===== config.mk =====
export PLATFORM = sky130hd
export DESIGN_NAME = debounced_key_blink_controller_unit
export DESIGN_NICKNAME = d
export VERILOG_FILES = /design/src/rtl/dkbc_pkg.sv /design/src/rtl/dkbc_debounce.sv /design/src/rtl/dkbc_blink.sv /design/src/rtl/debounced_key_blink_controller_unit.sv
export SDC_FILE = /design/constraint.sdc
export NUM_CORES = 1
export LEC_CHECK = 0
export ABC_AREA = 1
export BUFFER_PORTS_ARGS = -buffer_cell sky130_fd_sc_hd__clkbuf_2
export CORE_ASPECT_RATIO = 0.5
export CORE_UTILIZATION = 50
export DETAILED_ROUTE_END_ITERATION = 7
export PLACE_DENSITY = 0.72
export RECOVER_POWER = 50
export SYNTH_ARGS = -nofsm -noshare
export SYNTH_HDL_FRONTEND = slang
export SYNTH_SLANG_ARGS = --single-unit

===== constraint.sdc =====
create_clock -name clk -period 2.7 [get_ports clk]
set_clock_uncertainty 0.1 [all_clocks]
set_input_delay 0 -clock clk [delete_from_list [all_inputs] [get_ports clk]]
set_output_delay 0 -clock clk [all_outputs]
set_load 0.05 [all_outputs]

===== src/rtl/dkbc_pkg.sv =====
// Shared types and constants for the debounced key blink controller.
// No dependencies; used by every module of the block by scoped names.
`default_nettype none

package dkbc_pkg;

  // Debouncer phases
  typedef enum logic [1:0] {
    PH_UP      = 2'd0,
    PH_FALLING = 2'd1,
    PH_DOWN    = 2'd2,
    PH_RISING  = 2'd3
  } phase_t;

  // Configuration register indexes
  localparam logic [1:0] CFG_DEBOUNCE   = 2'd0;
  localparam logic [1:0] CFG_PERIOD_ONE = 2'd1;
  localparam logic [1:0] CFG_PERIOD_TWO = 2'd2;
  localparam logic [1:0] CFG_PERIOD_THR = 2'd3;

  localparam int CFG_IDX_W  = 2;
  localparam int CFG_DATA_W = 16;
  localparam int DEB_W      = 10;
  localparam int PERIOD_W   = 16;

  localparam logic [DEB_W-1:0]    DEBOUNCE_RST   = 10'd40;
  localparam logic [PERIOD_W-1:0] PERIOD_ONE_RST = 16'd50;
  localparam logic [PERIOD_W-1:0] PERIOD_TWO_RST = 16'd250;
  localparam logic [PERIOD_W-1:0] PERIOD_THR_RST = 16'd1000;

  localparam logic [DEB_W-1:0] WAIT_MAX = 10'd1023;

  // Blink half-period selection
  localparam int              PERIOD_COUNT = 3;
  localparam int              PSEL_W       = 2;
  localparam logic [PSEL_W-1:0] PSEL_LAST  = PSEL_W'(PERIOD_COUNT - 1);

  // LED count limits and output field widths
  localparam int LED_COUNT_DEF = 6;
  localparam int LED_COUNT_MAX = 16;
  localparam int LSEL_MAX_W    = 4;
  localparam int LED_LINES_W   = 6;
  localparam int LED_CHOICE_W  = 3;

endpackage

`default_nettype wire


===== src/rtl/dkbc_debounce.sv =====
// Four-phase key debouncer: up, falling, down, rising, with a wait counter.
// Depends on dkbc_pkg.
`default_nettype none

module dkbc_debounce (
  input  wire logic                        clk,
  input  wire logic                        rst_n,
  input  wire logic                        step,
  input  wire logic                        level,
  input  wire logic [dkbc_pkg::DEB_W-1:0]  debounce_ticks,
  output logic                             released
);

  dkbc_pkg::phase_t             phase_r, phase_nxt;
  logic [dkbc_pkg::DEB_W-1:0]   wait_r, wait_nxt, wait_inc;

  // wait counter saturates at its top value
  assign wait_inc = (wait_r == dkbc_pkg::WAIT_MAX) ? wait_r : wait_r + 1'b1;

  always_comb begin
    phase_nxt = phase_r;
    wait_nxt  = wait_r;
    released  = 1'b0;
    unique case (phase_r)
      dkbc_pkg::PH_UP: begin
        if (!level) begin
          phase_nxt = dkbc_pkg::PH_FALLING;
          wait_nxt  = '0;
        end
      end
      dkbc_pkg::PH_FALLING: begin
        wait_nxt = wait_inc;
        if (wait_inc >= debounce_ticks) begin
          phase_nxt = level ? dkbc_pkg::PH_UP : dkbc_pkg::PH_DOWN;
          wait_nxt  = '0;
        end
      end
      dkbc_pkg::PH_DOWN: begin
        if (level) begin
          phase_nxt = dkbc_pkg::PH_RISING;
          wait_nxt  = '0;
        end
      end
      dkbc_pkg::PH_RISING: begin
        wait_nxt = wait_inc;
        if (wait_inc >= debounce_ticks) begin
          if (level) begin
            phase_nxt = dkbc_pkg::PH_UP;
            released  = 1'b1;
          end else begin
            phase_nxt = dkbc_pkg::PH_DOWN;
          end
          wait_nxt = '0;
        end
      end
    endcase
  end

  always_ff @(posedge clk) begin
    if (!rst_n) begin
      phase_r <= dkbc_pkg::PH_UP;
      wait_r  <= '0;
    end else if (step) begin
      phase_r <= phase_nxt;
      wait_r  <= wait_nxt;
    end
  end

endmodule

`default_nettype wire


===== src/rtl/dkbc_blink.sv =====
// Blinker: half-period counter, LED and period selection, LED drive bits.
// Depends on dkbc_pkg.
`default_nettype none

module dkbc_blink #(
  parameter int LED_COUNT = dkbc_pkg::LED_COUNT_DEF,
  parameter int LSEL_W    = (LED_COUNT > 1) ? $clog2(LED_COUNT) : 1
) (
  input  wire logic                          clk,
  input  wire logic                          rst_n,
  input  wire logic                          step,
  input  wire logic                          rel_one,
  input  wire logic                          rel_two,
  input  wire logic [dkbc_pkg::PERIOD_W-1:0] period_one,
  input  wire logic [dkbc_pkg::PERIOD_W-1:0] period_two,
  input  wire logic [dkbc_pkg::PERIOD_W-1:0] period_thr,
  output logic      [LED_COUNT-1:0]          led_bits_nxt,
  output logic      [LSEL_W-1:0]             led_sel_nxt,
  output logic      [dkbc_pkg::PSEL_W-1:0]   period_sel_nxt
);

  logic [dkbc_pkg::PERIOD_W-1:0] count_r, count_nxt, cur_period;
  logic [dkbc_pkg::PERIOD_W:0]   count_inc;
  logic [LED_COUNT-1:0]          led_bits_r, led_mask, bits_tog;
  logic [LSEL_W-1:0]             led_sel_r;
  logic [dkbc_pkg::PSEL_W-1:0]   period_sel_r;

  always_comb begin
    case (period_sel_r)
      2'd0:    cur_period = period_one;
      2'd1:    cur_period = period_two;
      default: cur_period = period_thr;
    endcase
  end

  assign led_mask  = LED_COUNT'(1) << led_sel_r;
  assign count_inc = {1'b0, count_r} + 1'b1;
  // a period of zero behaves like one: the compare always ends the half-period
  assign count_nxt = (count_inc >= {1'b0, cur_period}) ? '0
                                                       : count_inc[dkbc_pkg::PERIOD_W-1:0];
  assign bits_tog  = (count_r == '0) ? (led_bits_r ^ led_mask) : led_bits_r;

  always_comb begin
    period_sel_nxt = period_sel_r;
    if (rel_one) begin
      period_sel_nxt = (period_sel_r == dkbc_pkg::PSEL_LAST) ? '0 : period_sel_r + 1'b1;
    end
    led_bits_nxt = bits_tog;
    led_sel_nxt  = led_sel_r;
    if (rel_two) begin
      // old LED goes dark before the selection moves on
      led_bits_nxt = bits_tog & ~led_mask;
      led_sel_nxt  = (led_sel_r == LSEL_W'(LED_COUNT - 1)) ? '0 : led_sel_r + 1'b1;
    end
  end

  always_ff @(posedge clk) begin
    if (!rst_n) begin
      count_r      <= '0;
      led_bits_r   <= '0;
      led_sel_r    <= '0;
      period_sel_r <= '0;
    end else if (step) begin
      count_r      <= count_nxt;
      led_bits_r   <= led_bits_nxt;
      led_sel_r    <= led_sel_nxt;
      period_sel_r <= period_sel_nxt;
    end
  end

endmodule

`default_nettype wire


===== src/rtl/debounced_key_blink_controller_unit.sv =====
// Debounced two-key LED blinker, top level.
// Channels: in_* carries one word per 1 ms tick with the raw levels of two
// active-low keys; out_* carries one result word per tick with the LED drive
// lines, the blinking LED index, the half-period index and two one-tick
// release flags. Both channels use valid/stall: a word moves on a rising
// edge with valid high and stall low.
// Configuration: cfg_wr_en/cfg_index/cfg_wdata write the debounce length
// (index 0) and the three blink half-periods (1..3); write only while idle.
// Path: a tick word accepted into the input register passes through the
// update logic into the result register; a high out_stall holds it back.
// Throughput: one word per cycle while out_stall is low; the debouncers and
// blinker update in a single pass of compare/increment logic.
// Stall: the result register holds while out_stall is high; in_stall rises
// only when the input register is full and the result cannot drain.
// Reset (rst_n low, synchronous): keys idle up, LEDs off, selections zero,
// configuration back to 40/50/250/1000 ticks, both channels empty.
`default_nettype none

module debounced_key_blink_controller_unit #(
  parameter int LED_COUNT = dkbc_pkg::LED_COUNT_DEF
) (
  input  wire logic                             clk,
  input  wire logic                             rst_n,
  input  wire logic                             cfg_wr_en,
  input  wire logic [dkbc_pkg::CFG_IDX_W-1:0]   cfg_index,
  input  wire logic [dkbc_pkg::CFG_DATA_W-1:0]  cfg_wdata,
  input  wire logic                             in_valid,
  output logic                                  in_stall,
  input  wire logic                             in_key_one_level,
  input  wire logic                             in_key_two_level,
  output logic                                  out_valid,
  input  wire logic                             out_stall,
  output logic [dkbc_pkg::LED_LINES_W-1:0]      out_led_lines,
  output logic [dkbc_pkg::LED_CHOICE_W-1:0]     out_led_choice,
  output logic [dkbc_pkg::PSEL_W-1:0]           out_period_choice,
  output logic                                  out_key_one_released,
  output logic                                  out_key_two_released
);

  localparam int LSEL_W = (LED_COUNT > 1) ? $clog2(LED_COUNT) : 1;

  logic [dkbc_pkg::DEB_W-1:0]    debounce_r;
  logic [dkbc_pkg::PERIOD_W-1:0] period_one_r, period_two_r, period_thr_r;

  logic s1_valid_r, s1_key_one_r, s1_key_two_r;
  logic advance, fire, accept;
  logic rel_one, rel_two;

  logic [LED_COUNT-1:0]                 led_bits_nxt;
  logic [LSEL_W-1:0]                    led_sel_nxt;
  logic [dkbc_pkg::PSEL_W-1:0]          period_sel_nxt;
  logic [dkbc_pkg::LED_COUNT_MAX-1:0]   led_bits_wide;
  logic [dkbc_pkg::LSEL_MAX_W-1:0]      led_sel_wide;

  logic                                 out_valid_r;
  logic [dkbc_pkg::LED_LINES_W-1:0]     out_led_lines_r;
  logic [dkbc_pkg::LED_CHOICE_W-1:0]    out_led_choice_r;
  logic [dkbc_pkg::PSEL_W-1:0]          out_period_choice_r;
  logic                                 out_rel_one_r, out_rel_two_r;

  // configuration registers
  always_ff @(posedge clk) begin
    if (!rst_n) begin
      debounce_r   <= dkbc_pkg::DEBOUNCE_RST;
      period_one_r <= dkbc_pkg::PERIOD_ONE_RST;
      period_two_r <= dkbc_pkg::PERIOD_TWO_RST;
      period_thr_r <= dkbc_pkg::PERIOD_THR_RST;
    end else if (cfg_wr_en) begin
      unique case (cfg_index)
        dkbc_pkg::CFG_DEBOUNCE:   debounce_r   <= cfg_wdata[dkbc_pkg::DEB_W-1:0];
        dkbc_pkg::CFG_PERIOD_ONE: period_one_r <= cfg_wdata;
        dkbc_pkg::CFG_PERIOD_TWO: period_two_r <= cfg_wdata;
        dkbc_pkg::CFG_PERIOD_THR: period_thr_r <= cfg_wdata;
      endcase
    end
  end

  // handshake: input register feeds the result register
  assign advance  = !out_valid_r || !out_stall;
  assign fire     = s1_valid_r && advance;
  assign in_stall = s1_valid_r && !advance;
  assign accept   = in_valid && !in_stall;

  always_ff @(posedge clk) begin
    if (!rst_n) begin
      s1_valid_r <= 1'b0;
    end else if (accept) begin
      s1_valid_r <= 1'b1;
    end else if (fire) begin
      s1_valid_r <= 1'b0;
    end
  end

  always_ff @(posedge clk) begin
    if (accept) begin
      s1_key_one_r <= in_key_one_level;
      s1_key_two_r <= in_key_two_level;
    end
  end

  dkbc_debounce u_deb_one (
    .clk            (clk),
    .rst_n          (rst_n),
    .step           (fire),
    .level          (s1_key_one_r),
    .debounce_ticks (debounce_r),
    .released       (rel_one)
  );

  dkbc_debounce u_deb_two (
    .clk            (clk),
    .rst_n          (rst_n),
    .step           (fire),
    .level          (s1_key_two_r),
    .debounce_ticks (debounce_r),
    .released       (rel_two)
  );

  dkbc_blink #(
    .LED_COUNT (LED_COUNT),
    .LSEL_W    (LSEL_W)
  ) u_blink (
    .clk            (clk),
    .rst_n          (rst_n),
    .step           (fire),
    .rel_one        (rel_one),
    .rel_two        (rel_two),
    .period_one     (period_one_r),
    .period_two     (period_two_r),
    .period_thr     (period_thr_r),
    .led_bits_nxt   (led_bits_nxt),
    .led_sel_nxt    (led_sel_nxt),
    .period_sel_nxt (period_sel_nxt)
  );

  // outputs show only the low bits of a wider LED set
  assign led_bits_wide = dkbc_pkg::LED_COUNT_MAX'(led_bits_nxt);
  assign led_sel_wide  = dkbc_pkg::LSEL_MAX_W'(led_sel_nxt);

  always_ff @(posedge clk) begin
    if (!rst_n) begin
      out_valid_r <= 1'b0;
    end else if (fire) begin
      out_valid_r <= 1'b1;
    end else if (!out_stall) begin
      out_valid_r <= 1'b0;
    end
  end

  always_ff @(posedge clk) begin
    if (fire) begin
      out_led_lines_r     <= led_bits_wide[dkbc_pkg::LED_LINES_W-1:0];
      out_led_choice_r    <= led_sel_wide[dkbc_pkg::LED_CHOICE_W-1:0];
      out_period_choice_r <= period_sel_nxt;
      out_rel_one_r       <= rel_one;
      out_rel_two_r       <= rel_two;
    end
  end

  assign out_valid            = out_valid_r;
  assign out_led_lines        = out_led_lines_r;
  assign out_led_choice       = out_led_choice_r;
  assign out_period_choice    = out_period_choice_r;
  assign out_key_one_released = out_rel_one_r;
  assign out_key_two_released = out_rel_two_r;

endmodule

`default_nettype wire


# After elaboration in Yosys (flattened, before gate mapping)
# Cells that the tools add are included.
word_totals:
  out_inout_bits: 15
  wordCells: 116
  reg_bits: 126
op_classes:
  shift: 1
  addsub: 5
  reduce_logical: 24
  mux: 38
  bitwise_logic: 3
  n_eq_ne: 21
  order_cmp: 3
op_table:
  columns: ["op", "count"]
  rows:
  - ["$mux 10", 8]
  - ["$pmux 10 s3", 2]
  - ["$pmux 16 s2", 1]
  - ["$add 10x1->10 const B", 2]
  - ["$eq 10x10->1 const B", 2]
  - ["$ge 10x10->1", 2]
  - ["$mux 2", 10]
  - ["$add 16x1->17 const B", 1]
  - ["$ge 17x16->1", 1]
  - ["$logic_not 16->1", 1]
  - ["$mux 16", 1]
  - ["$eq 2x2->1 const B", 7]
  - ["$mux 6", 2]
  - ["$pmux 2 s3", 2]
  - ["$mux 1", 10]
  - ["$eq 2x1->1 const B", 4]
  - ["$logic_not 2->1", 4]
  - ["$ne 2x2->1 const B", 4]
  - ["$reduce_and 2->1", 4]
  - ["$reduce_and 4->1", 2]
  - ["$and 6x6->6", 1]
  - ["$mux 3", 2]
  - ["$ne 2x1->1 const B", 3]
  - ["$not 6->6", 1]
  - ["11 further kinds", 18]

# Depth between registers and ports, before layout
# Gate-level depths: netlist of run 1.
logic_depth:
  ltp_word: 7
  ltp_mapped: 18

# Modules after synthesis
# From an unflattened synthesis of run 1, not the netlist that was laid out.
unflattened:
  cells_unflattened: 1143
  area_unflattened_um2: 7669.9
by_module_without_submodules:
  columns: ["mod", "cells_each", "instances", "seq_area_each_um2", "area_each_um2"]
  rows:
  - ["debounced_key_blink_controller_unit", 375, 1, 1651.6, 2985.4]
  - ["dkbc_blink", 412, 1, 540.5, 2509.9]
  - ["dkbc_debounce", 178, 2, 240.2, 1087.3]

# Worst setup path after synthesis of run 1
# No wires, ideal clock.
synth_path:
  path_type: "register -> register"
  startpoint: "register u_deb_one.wait_r[0] in the netlist's numbering"
  endpoint: "register out_period_choice_r, in the netlist out_period_choice[1], data pin"
  stages_incl_launch_ff: 16
  period_less_slack_ns: 2.683
  arrival_time_ns: 2.329
  path_buffers: 0
  slack_ns: 0.017
  path_cell_list: "dfxtp_1 -> ha_1 -> nand2_1 -> nor2_1 -> nand4_2 -> or2_2 -> o21ai_0 -> inv_1 -> ha_1 -> o21ai_0 -> nand2_1 -> nand3_1 -> nand3_1 -> nand2_1 -> nand2_1 -> nand2_1"
synth_via:
  elab_chain_cells: 6
  elab_cells_between_ends: 7
  cone_classes: "add/sub: 1; order compare: 1; eq/ne: 1; mux: 4"
synth_rtl:
  columns: ["item", "line_no", "text"]
  rows:
  - ["start: declaration", "dkbc_debounce.sv:15", "logic [dkbc_pkg::DEB_W-1:0] wait_r, wait_nxt, wait_inc;"]
  - ["start signal: assignment", "dkbc_debounce.sv:65", "wait_r <= wait_nxt;"]
  - ["$add 10x1->10 / $eq 10x10->1 (equally long branches)", "dkbc_debounce.sv:18", "assign wait_inc = (wait_r == dkbc_pkg::WAIT_MAX) ? wait_r : wait_r + 1'b1;"]
  - ["$mux 10 *", "dkbc_debounce.sv:18", null]
  - ["$ge 10x10->1 *", "dkbc_debounce.sv:46", "if (wait_inc >= debounce_ticks) begin"]
  - ["$mux 1 *", "dkbc_debounce.sv:46", null]
  - ["$mux 1 *", "dkbc_debounce.sv:24", "unique case (phase_r)"]
  - ["$mux 2 *", "dkbc_blink.sv:45", "if (rel_one) begin"]
  - ["via period_sel_nxt, one bit", "debounced_key_blink_controller_unit.sv:51", "logic [dkbc_pkg::PSEL_W-1:0] period_sel_nxt;"]
  - ["end signal: assignment", "debounced_key_blink_controller_unit.sv:154", "out_period_choice_r <= period_sel_nxt;"]
  - ["end: declaration", "debounced_key_blink_controller_unit.sv:58", "logic [dkbc_pkg::PSEL_W-1:0] out_period_choice_r;"]
# Mark *: on every way through the listed nets, which the timed path passes. The rest lies on a longest branch.
# A chain may end at the register's enable or synchronous reset.

# Worst setup path after layout of run 1
layout_path:
  startpoint: "register u_blink.count_r[2] in the netlist's numbering"
  endpoint: "register u_blink.count_r[5] in the netlist's numbering"
layout_via:
  elab_chain_cells: 3
layout_rtl:
  columns: ["item", "line_no", "text"]
  rows:
  - ["start: declaration", "dkbc_blink.sv:22", "logic [dkbc_pkg::PERIOD_W-1:0] count_r, count_nxt, cur_period;"]
  - ["start signal: assignment", "dkbc_blink.sv:64", "count_r <= count_nxt;"]
  - ["$add 16x1->17 *", "dkbc_blink.sv:37", "assign count_inc = {1'b0, count_r} + 1'b1;"]
  - ["$ge 17x16->1", "dkbc_blink.sv:39", "assign count_nxt = (count_inc >= {1'b0, cur_period}) ? '0"]
  - ["$mux 16 *", "dkbc_blink.sv:39", null]
# Every way passes the cells marked *; elsewhere a longest branch is shown, timed or not.

==> run summary, run 1 <==
- final setup violation count: 0
- most area-hungry cell type in the Yosys netlist: dfxtp_1
- die area: 14,500 um^2
- proportion of layout cells with a drive suffix above 1: 0.197
- CP Data Required Time: 2940 ps
- Root Buffer: clkbuf_16
- cells taking the most area after synthesis: dfxtp_1 32%, nand2_1 11%, ha_1 7.7%
- count of unique library cells instantiated by Yosys: 40
- number of inserted diodes: 0
- most used standard cells in the synthesized netlist: 211 x nand2_1, 120 x inv_1, 113 x nor2_1
- Seq/Total Area, Yosys: 0.383
- placed wire-length estimate: 11,700 um
- clock transition at the registers of the reported paths: 60 ps
- fin cells: 1,271
- number of clock sinks: 126
- routability cong.: 0.921
- nets in the synthesized netlist: 1,034
- routed wire length: 18,300 um
- final hold violation count: 0
- critical path type: reg -> reg
- worst stage delay on the critical path: 440 ps
- latest clock arrival within the worst-skew pair: 420 ps
- count of nets left with antenna violations after detail routing: 0
- class of the tightest hold or removal check: in -> reg
- number of DRC markers in iteration 0: 438
- clock tree from TritonCTS: yes
- number of standard-cell rows in the floorplan: 30
- layout filler cell count: 1,150
- maximum root-to-sink buffer count: 2
- x dimension of the die: 169 um
- area overhead of the layout relative to synthesis: 26.4%
- effective utilization at floorplan: 0.513
- result of the run: finished, violations left
- final slew viol count: 0
- critical path buffer and inverter count: 1
- number of CTS-inserted buffers: 17
- area share of the leading cell type in the synthesized netlist: 0.319
- Leakage Power: 3.95 nW
- power density over cell area: 562 nW/um^2
- number of flops mapped to enable cells by yosys: 15
- worst-case vdd ir drop: 0.462 mV
- time the worst path needs with I/O delays and setup: 2620 ps
- number of nets in the layout: 1,134
- cell with the most instances after synthesis: nand2_1
- slowest CP cell: dfxtp_1
- Post-Synthesis Cells: 966
- f_max: 381 MHz
- Post-Syn Area: 6970 um^2
- GRT overflow: 0
- H-Tree Level Count: 4
- global-route wire length before repair: 29,100 um
- highest net fanout along the worst path: 8
- unrepaired setup endpoints after global routing: yes
- data arrival time of the worst path: 2860 ps
- final core utilization: 0.649
- number of top-level design ports: 40
- via count of the routed design: 6,676
- largest net degree at the start of global routing: 66
- Vert. Die Dim: 85.5 um
- violations in the final reports: DRC
- antenna violations before repair: 0
- delay-heaviest family, CP: simple AND/OR/NAND/NOR gates
- Core Region: 13,600 um^2
- global routing usage summed across all routing layers: 0.255
- period utilisation layout: 0.972
- cell breakdown of the critical path: nand3_2, nor2_4, nand2_1, nor2_1, xor2_2, ha_1, a21oi_2, nor2_1, nor3_2, nor2_2, nor2_4, clkbuf_16, nand3_1, a21oi_1
- instance count after placement with tap cells included: 1,198
- DRC violations left: 1
- reported max-cap violation count: 0
- I/O Buffers: 39
- flops & latches, synth: 126
- nature of the critical path endpoint: flip-flop
- via count of the first global-routing pass: 6,130
- mean number of vias per cell: 5.25
- yosys warns: 0
- Least-Margin Pin Slew: 993 ps
- wire per inst: 14.4 um
- asr flop ratio synth: 0
- relative max-transition margin: 0.338
- 1st-pass router iterations: 7
- average cell area after synthesis: 7.22 um^2
- top_reg_cell synth: dfxtp_1
- startpoint type of the worst setup path: flip-flop
- total power: 4.95 mW
## flip-flops by register name (all words and copies together) (netlist names), 2 cells and up, named ones only
| register | cells |
|---|---|
| debounce_r | 10 |
| out_led_choice | 3 |
| out_led_lines | 6 |
| out_period_choice | 2 |
| period_one_r | 16 |
| period_thr_r | 16 |
| period_two_r | 16 |
| u_blink.count_r | 16 |
| u_blink.led_bits_r | 6 |
| u_blink.led_sel_r | 3 |
| u_blink.period_sel_r | 2 |
| u_deb_one.wait_r | 10 |
| u_deb_two.wait_r | 10 |
## layout make-up
class | count | area, um^2 | area share
clock buffers | 18 | 450 | 0.0511
flip-flops and latches | 126 | 2690 | 0.305
multi-input cells | 686 | 3950 | 0.449
well taps | 192 | 240 | 0.0273
clock inverters | 14 | 151 | 0.0172
inverters | 123 | 465 | 0.0528
repair buffers | 112 | 866 | 0.0983
## stage by stage
step                      hold WS (ps)  setup TNS (ps)  setup WS, ps  instance area, um^2
after floorplan                  -1.13               0          17.3                 6970
after global placement            78.0               0          38.0                 7530
after detailed placement          79.6            -869         -88.2                 7530
after CTS                         70.4               0          8.04                 8430
after global routing               108            -361         -29.5                 8810
final                             69.8               0          75.4                 8810
## what timing repair did
action | in CTS | in global routing
cloned | 1 | 1
pin swaps | 2 | 26
hold endpoints to repair | 64 | 0
hold buffers | 24 | 0
buffers inserted | 3 | 12
setup endpoints to repair | 39 | 64
gates resized for setup | 7 | 64
## cell families (layout without fill, tap and decap cells)
logic type,count (synthesis),in the layout,synth area share
XOR/XNOR,26,26,0.0327
adder cells (fa/ha/maj),43,43,0.0772
buffers and inverters,155,267,0.0881
flip-flops,126,126,0.383
AND/OR/NAND/NOR,439,440,0.276
AO/OA/AOI/OAI,177,177,0.142
## cell usage in the layout (no fill, tap or decap), drive strengths merged
master and instances:
ha 43, o211ai 2, nor2 120, o221ai 6
o21a 2, a211oi 2, nand2 213, a21o 1
nand3b 5, nor3 6, o31ai 1, o22ai 5
dfxtp 111, inv 130, clkbuf 58, nand4 13
a22o 2, or2 1, and3 2, clkinvlp 3
dlygate4sd3 24, o21bai 4, a31oi 3, edfxtp 15
xor2 25, xnor2 1, o21ai 68, a21oi 81
bufinv 2, clkinv 2, nand3 80, buf 48
## worst register-to-register path: cells and delay by family (launching register included)
| kind | cells | cell delay (ps) |
|---|---|---|
| xor+xnor | 1 | 130 |
| fa+ha+maj | 1 | 230 |
| flops | 1 | 440 |
| simple gates | 9 | 1220 |
| buf+inv | 1 | 190 |
| compound gates | 2 | 250 |
## where the power goes
group	switching (mW)	internal, mW	leakage [nW]
Combinational	0.386	0.208	2.60
Sequential	0.0412	1.98	1.06
Clock	0.910	1.43	0.294
## worst paths after layout
kind         cells past startpoint                             from  slack, ps                              end
max reg2reg                     14  u_blink.count_r[2]$_SDFFE_PN0P_         80  u_blink.count_r[5]$_SDFFE_PN0P_
max                             14  u_blink.count_r[2]$_SDFFE_PN0P_         80  u_blink.count_r[5]$_SDFFE_PN0P_
min                              3                            rst_n         70     period_one_r[5]$_SDFFE_PN1P_
min reg2reg                      2     period_thr_r[1]$_SDFFE_PN0P_        350     period_thr_r[1]$_SDFFE_PN0P_
## per-layer routing
metal	GRT usage	share of wire
met1	0.332	0.45
met5	0	0
met2	0.418	0.47
met4	0.105	0.021
met3	0.0535	0.060
Power figures use the tool's default switching activity.
==> run 2, diff against run 1 <==
- BUFFER_PORTS_ARGS: -buffer_cell sky130_fd_sc_hd__clkbuf_2 -> default
- DONT_BUFFER_PORTS: default -> 1
- PLACE_DENSITY: 0.72 -> 0.67
- clock period: 2.7 -> 2.5 ns (I/O delays scaled with it)
==> run 2 against run 1 <==
Net effect: combinational power grew 6.2%; first-iteration DRC count grew 40%; setup slack lost 180 ps; wire length grew 9.8%; sequential power grew 10%; hold slack gained 17 ps; critical path type unchanged; flip-flop and latch count is the same; non-clock buffer count grew 13; core utilization grew 4.8 points; count of clock-buffer cells in the layout shrank 1; the flow finishes with violations (setup timing); fmax grew 0.68%; clock power grew 9.0%.
==> run summary, run 2 (synthesis results as in run 1) <==
- effective utilization at floorplan: 0.513, unchanged
- commonest non-fill, non-tap cell in the layout: nand2_1
- global routing usage summed across all routing layers: 0.270, +0.0147
- x dimension of the die: 169 um, unchanged
- latest clock arrival within the worst-skew pair: 430 ps, about the same
- wire per inst: 15.7 um, +8.6%
- total power: 5.41 mW, +9.3%
- layout filler cell count: 1,029, -11%
- Root Buffer: clkbuf_16
- result of the run: finished, violations left
- placed wire-length estimate: 12,000 um, +1.9%
- commonest cells after routing, fill and taps aside: 174 x nand2_1, 104 x inv_1, 102 x nor2_1
- H-Tree Level Count: 4, unchanged
- clock transition at the registers of the reported paths: 60 ps, about the same
- global-route wire length before repair: 30,800 um, +5.9%
- final hold violation count: 0, unchanged
- final critical-path setup slack: -107 ps, -182 ps
- unrepaired setup endpoints after global routing: yes
- CP Data Required Time: 2570 ps, -370 ps
- f_max: 384 MHz, +0.68%
- I/O Buffers: 0, -100%
- highest net fanout along the worst path: 6, -2
- number of DRC markers in iteration 0: 615, +40%
- clock tree from TritonCTS: yes
- relative max-transition margin: 0.289, -0.0488
- largest net degree at the start of global routing: 66, unchanged
- via count of the first global-routing pass: 6,485, +5.8%
- mean number of vias per cell: 5.37, +2.2%
- Vert. Die Dim: 85.5 um, unchanged
- time the worst path needs with I/O delays and setup: 2610 ps, -17.8 ps
- die area: 14,500 um^2, unchanged
- critical path type: reg -> reg
- routability cong.: 0.897, -2.6%
- setup slack at placement: -256 ps, -168 ps
- violations in the final reports: setup timing
- period utilisation layout: 1.04, +0.0707
- number of nets in the layout: 1,148, +1.2%
- startpoint type of the worst setup path: flip-flop
- GRT overflow: 0, unchanged
- number of top-level design ports: 40, unchanged
- proportion of layout cells with a drive suffix above 1: 0.262, +0.0643
- Least-Margin Pin Slew: 1070 ps, +71.7 ps
- final setup violation count: 35, +35
- class of the tightest hold or removal check: in -> reg
- 1st-pass router iterations: 5, -2
- maximum root-to-sink buffer count: 2, unchanged
- nature of the critical path endpoint: flip-flop
- area overhead of the layout relative to synthesis: 35.7%
- number of standard-cell rows in the floorplan: 30, unchanged
- Leakage Power: 4.11 nW, +3.9%
- final slew viol count: 0, unchanged
- power density over cell area: 572 nW/um^2, +1.8%
- routed wire length: 20,100 um, +9.8%
- count of nets left with antenna violations after detail routing: 0, unchanged
- number of clock sinks: 126, unchanged
- Core Region: 13,600 um^2, unchanged
- via count of the routed design: 6,896, +3.3%
- number of inserted diodes: 0, unchanged
- DRC violations left: 0, -1
- number of CTS-inserted buffers: 17, unchanged
- data arrival time of the worst path: 2680 ps, -180 ps
- reported max-cap violation count: 0, unchanged
- antenna violations before repair: 0, unchanged
- worst-case vdd ir drop: 0.415 mV, -10%
==> run 2: cell types whose count changed in the layout (fill, tap and decap cells not counted), moves of 9 or more <==
cell,change
inv_2,+12
ha_1,-9
a21oi_2,+9
nand3_1,-10
a21oi_1,-9
clkbuf_2,-39
ha_4,+9
nand2_4,+12
dlygate4sd3_1,+16
inv_1,-14
nand2_2,+15
buf_4,+26
nand2_1,-27
==> run 2: worst paths after layout <==
path / startpoint / to / slack, ps / depth (start not counted)
worst max-delay path: u_deb_two.wait_r[1]$_SDFFE_PN0P_ / out_led_choice[2]$_DFFE_PP_ / -110 / 15
worst min-delay path: cfg_index[1] / debounce_r[3]$_SDFFE_PN1P_ / 90 / 3
worst max register to register: u_deb_two.wait_r[1]$_SDFFE_PN0P_ / out_led_choice[2]$_DFFE_PP_ / -110 / 15
worst min register to register: period_thr_r[11]$_SDFFE_PN0P_ / period_thr_r[11]$_SDFFE_PN0P_ / 340 / 2
==> run 2: final cells by class <==
cell class	count	area, um^2	area share
Multi-Input combinational cell	686	4360	0.461
Sequential cell	126	2700	0.285
Timing Repair Buffer	125	1080	0.115
Inverter	123	475	0.0502
Clock buffer	17	425	0.0449
Tap cell	192	240	0.0254
Clock inverter	15	173	0.0182
Timing Repair inverter	1	5.00	0.000529
==> run 2: worst max-delay path: stages, from the launching register on <==
cell	delay (ps)
dfxtp_4	370
ha_4	160
nand2_4	70
nor2_4	120
nand4_1	260
o21ai_0	250
inv_1	80
ha_1	270
o21ai_1	50
nand2_1	50
nand2_1	60
nand3_2	80
buf_6	160
nand2_4	90
nand2_2	100
nand2_1	80
==> run 2: metal layers <==
metal,wire length [um],up-vias,global-route usage
li1,-,3397,-
met1,8820,3229,0.352
met2,9690,224,0.444
met3,1180,46,0.0517
met4,432,0,0.111
met5,0,-,0
==> run 2: repair_timing <==
item / in CTS / in global routing
cloned: 3 / 2
resized for setup: 70 / 124
endpoints found under the setup margin: 62 / 69
setup buffers: 10 / 7
hold buffers: 42 / 0
pin swaps: 29 / 56
hold endpoints to repair: 71 / 0
==> run 2: where the power goes <==
| part | switching [mW] | total (mW) | internal [mW] |
|---|---|---|---|
| Clock | 1.05 | 2.55 | 1.50 |
| Combinational | 0.393 | 0.630 | 0.238 |
| Sequential | 0.0940 | 2.23 | 2.14 |
| Total | 1.54 | 5.41 | 3.88 |
==> run 2: through the flow <==
stage	hold slack [ps]	util	instances	setup TNS [ps]	area [um^2]
finish	86.4	0.697	1285	-1610	9460
global route	103	0.697	1285	-9560	9460
CTS	78.4	0.661	1278	-514	8980
detailed placement	-5.78	0.559	1191	-7870	7600
global placement	-10.3	0.559	1191	-4790	7600
floorplan	-1.13	-	966	0	6990
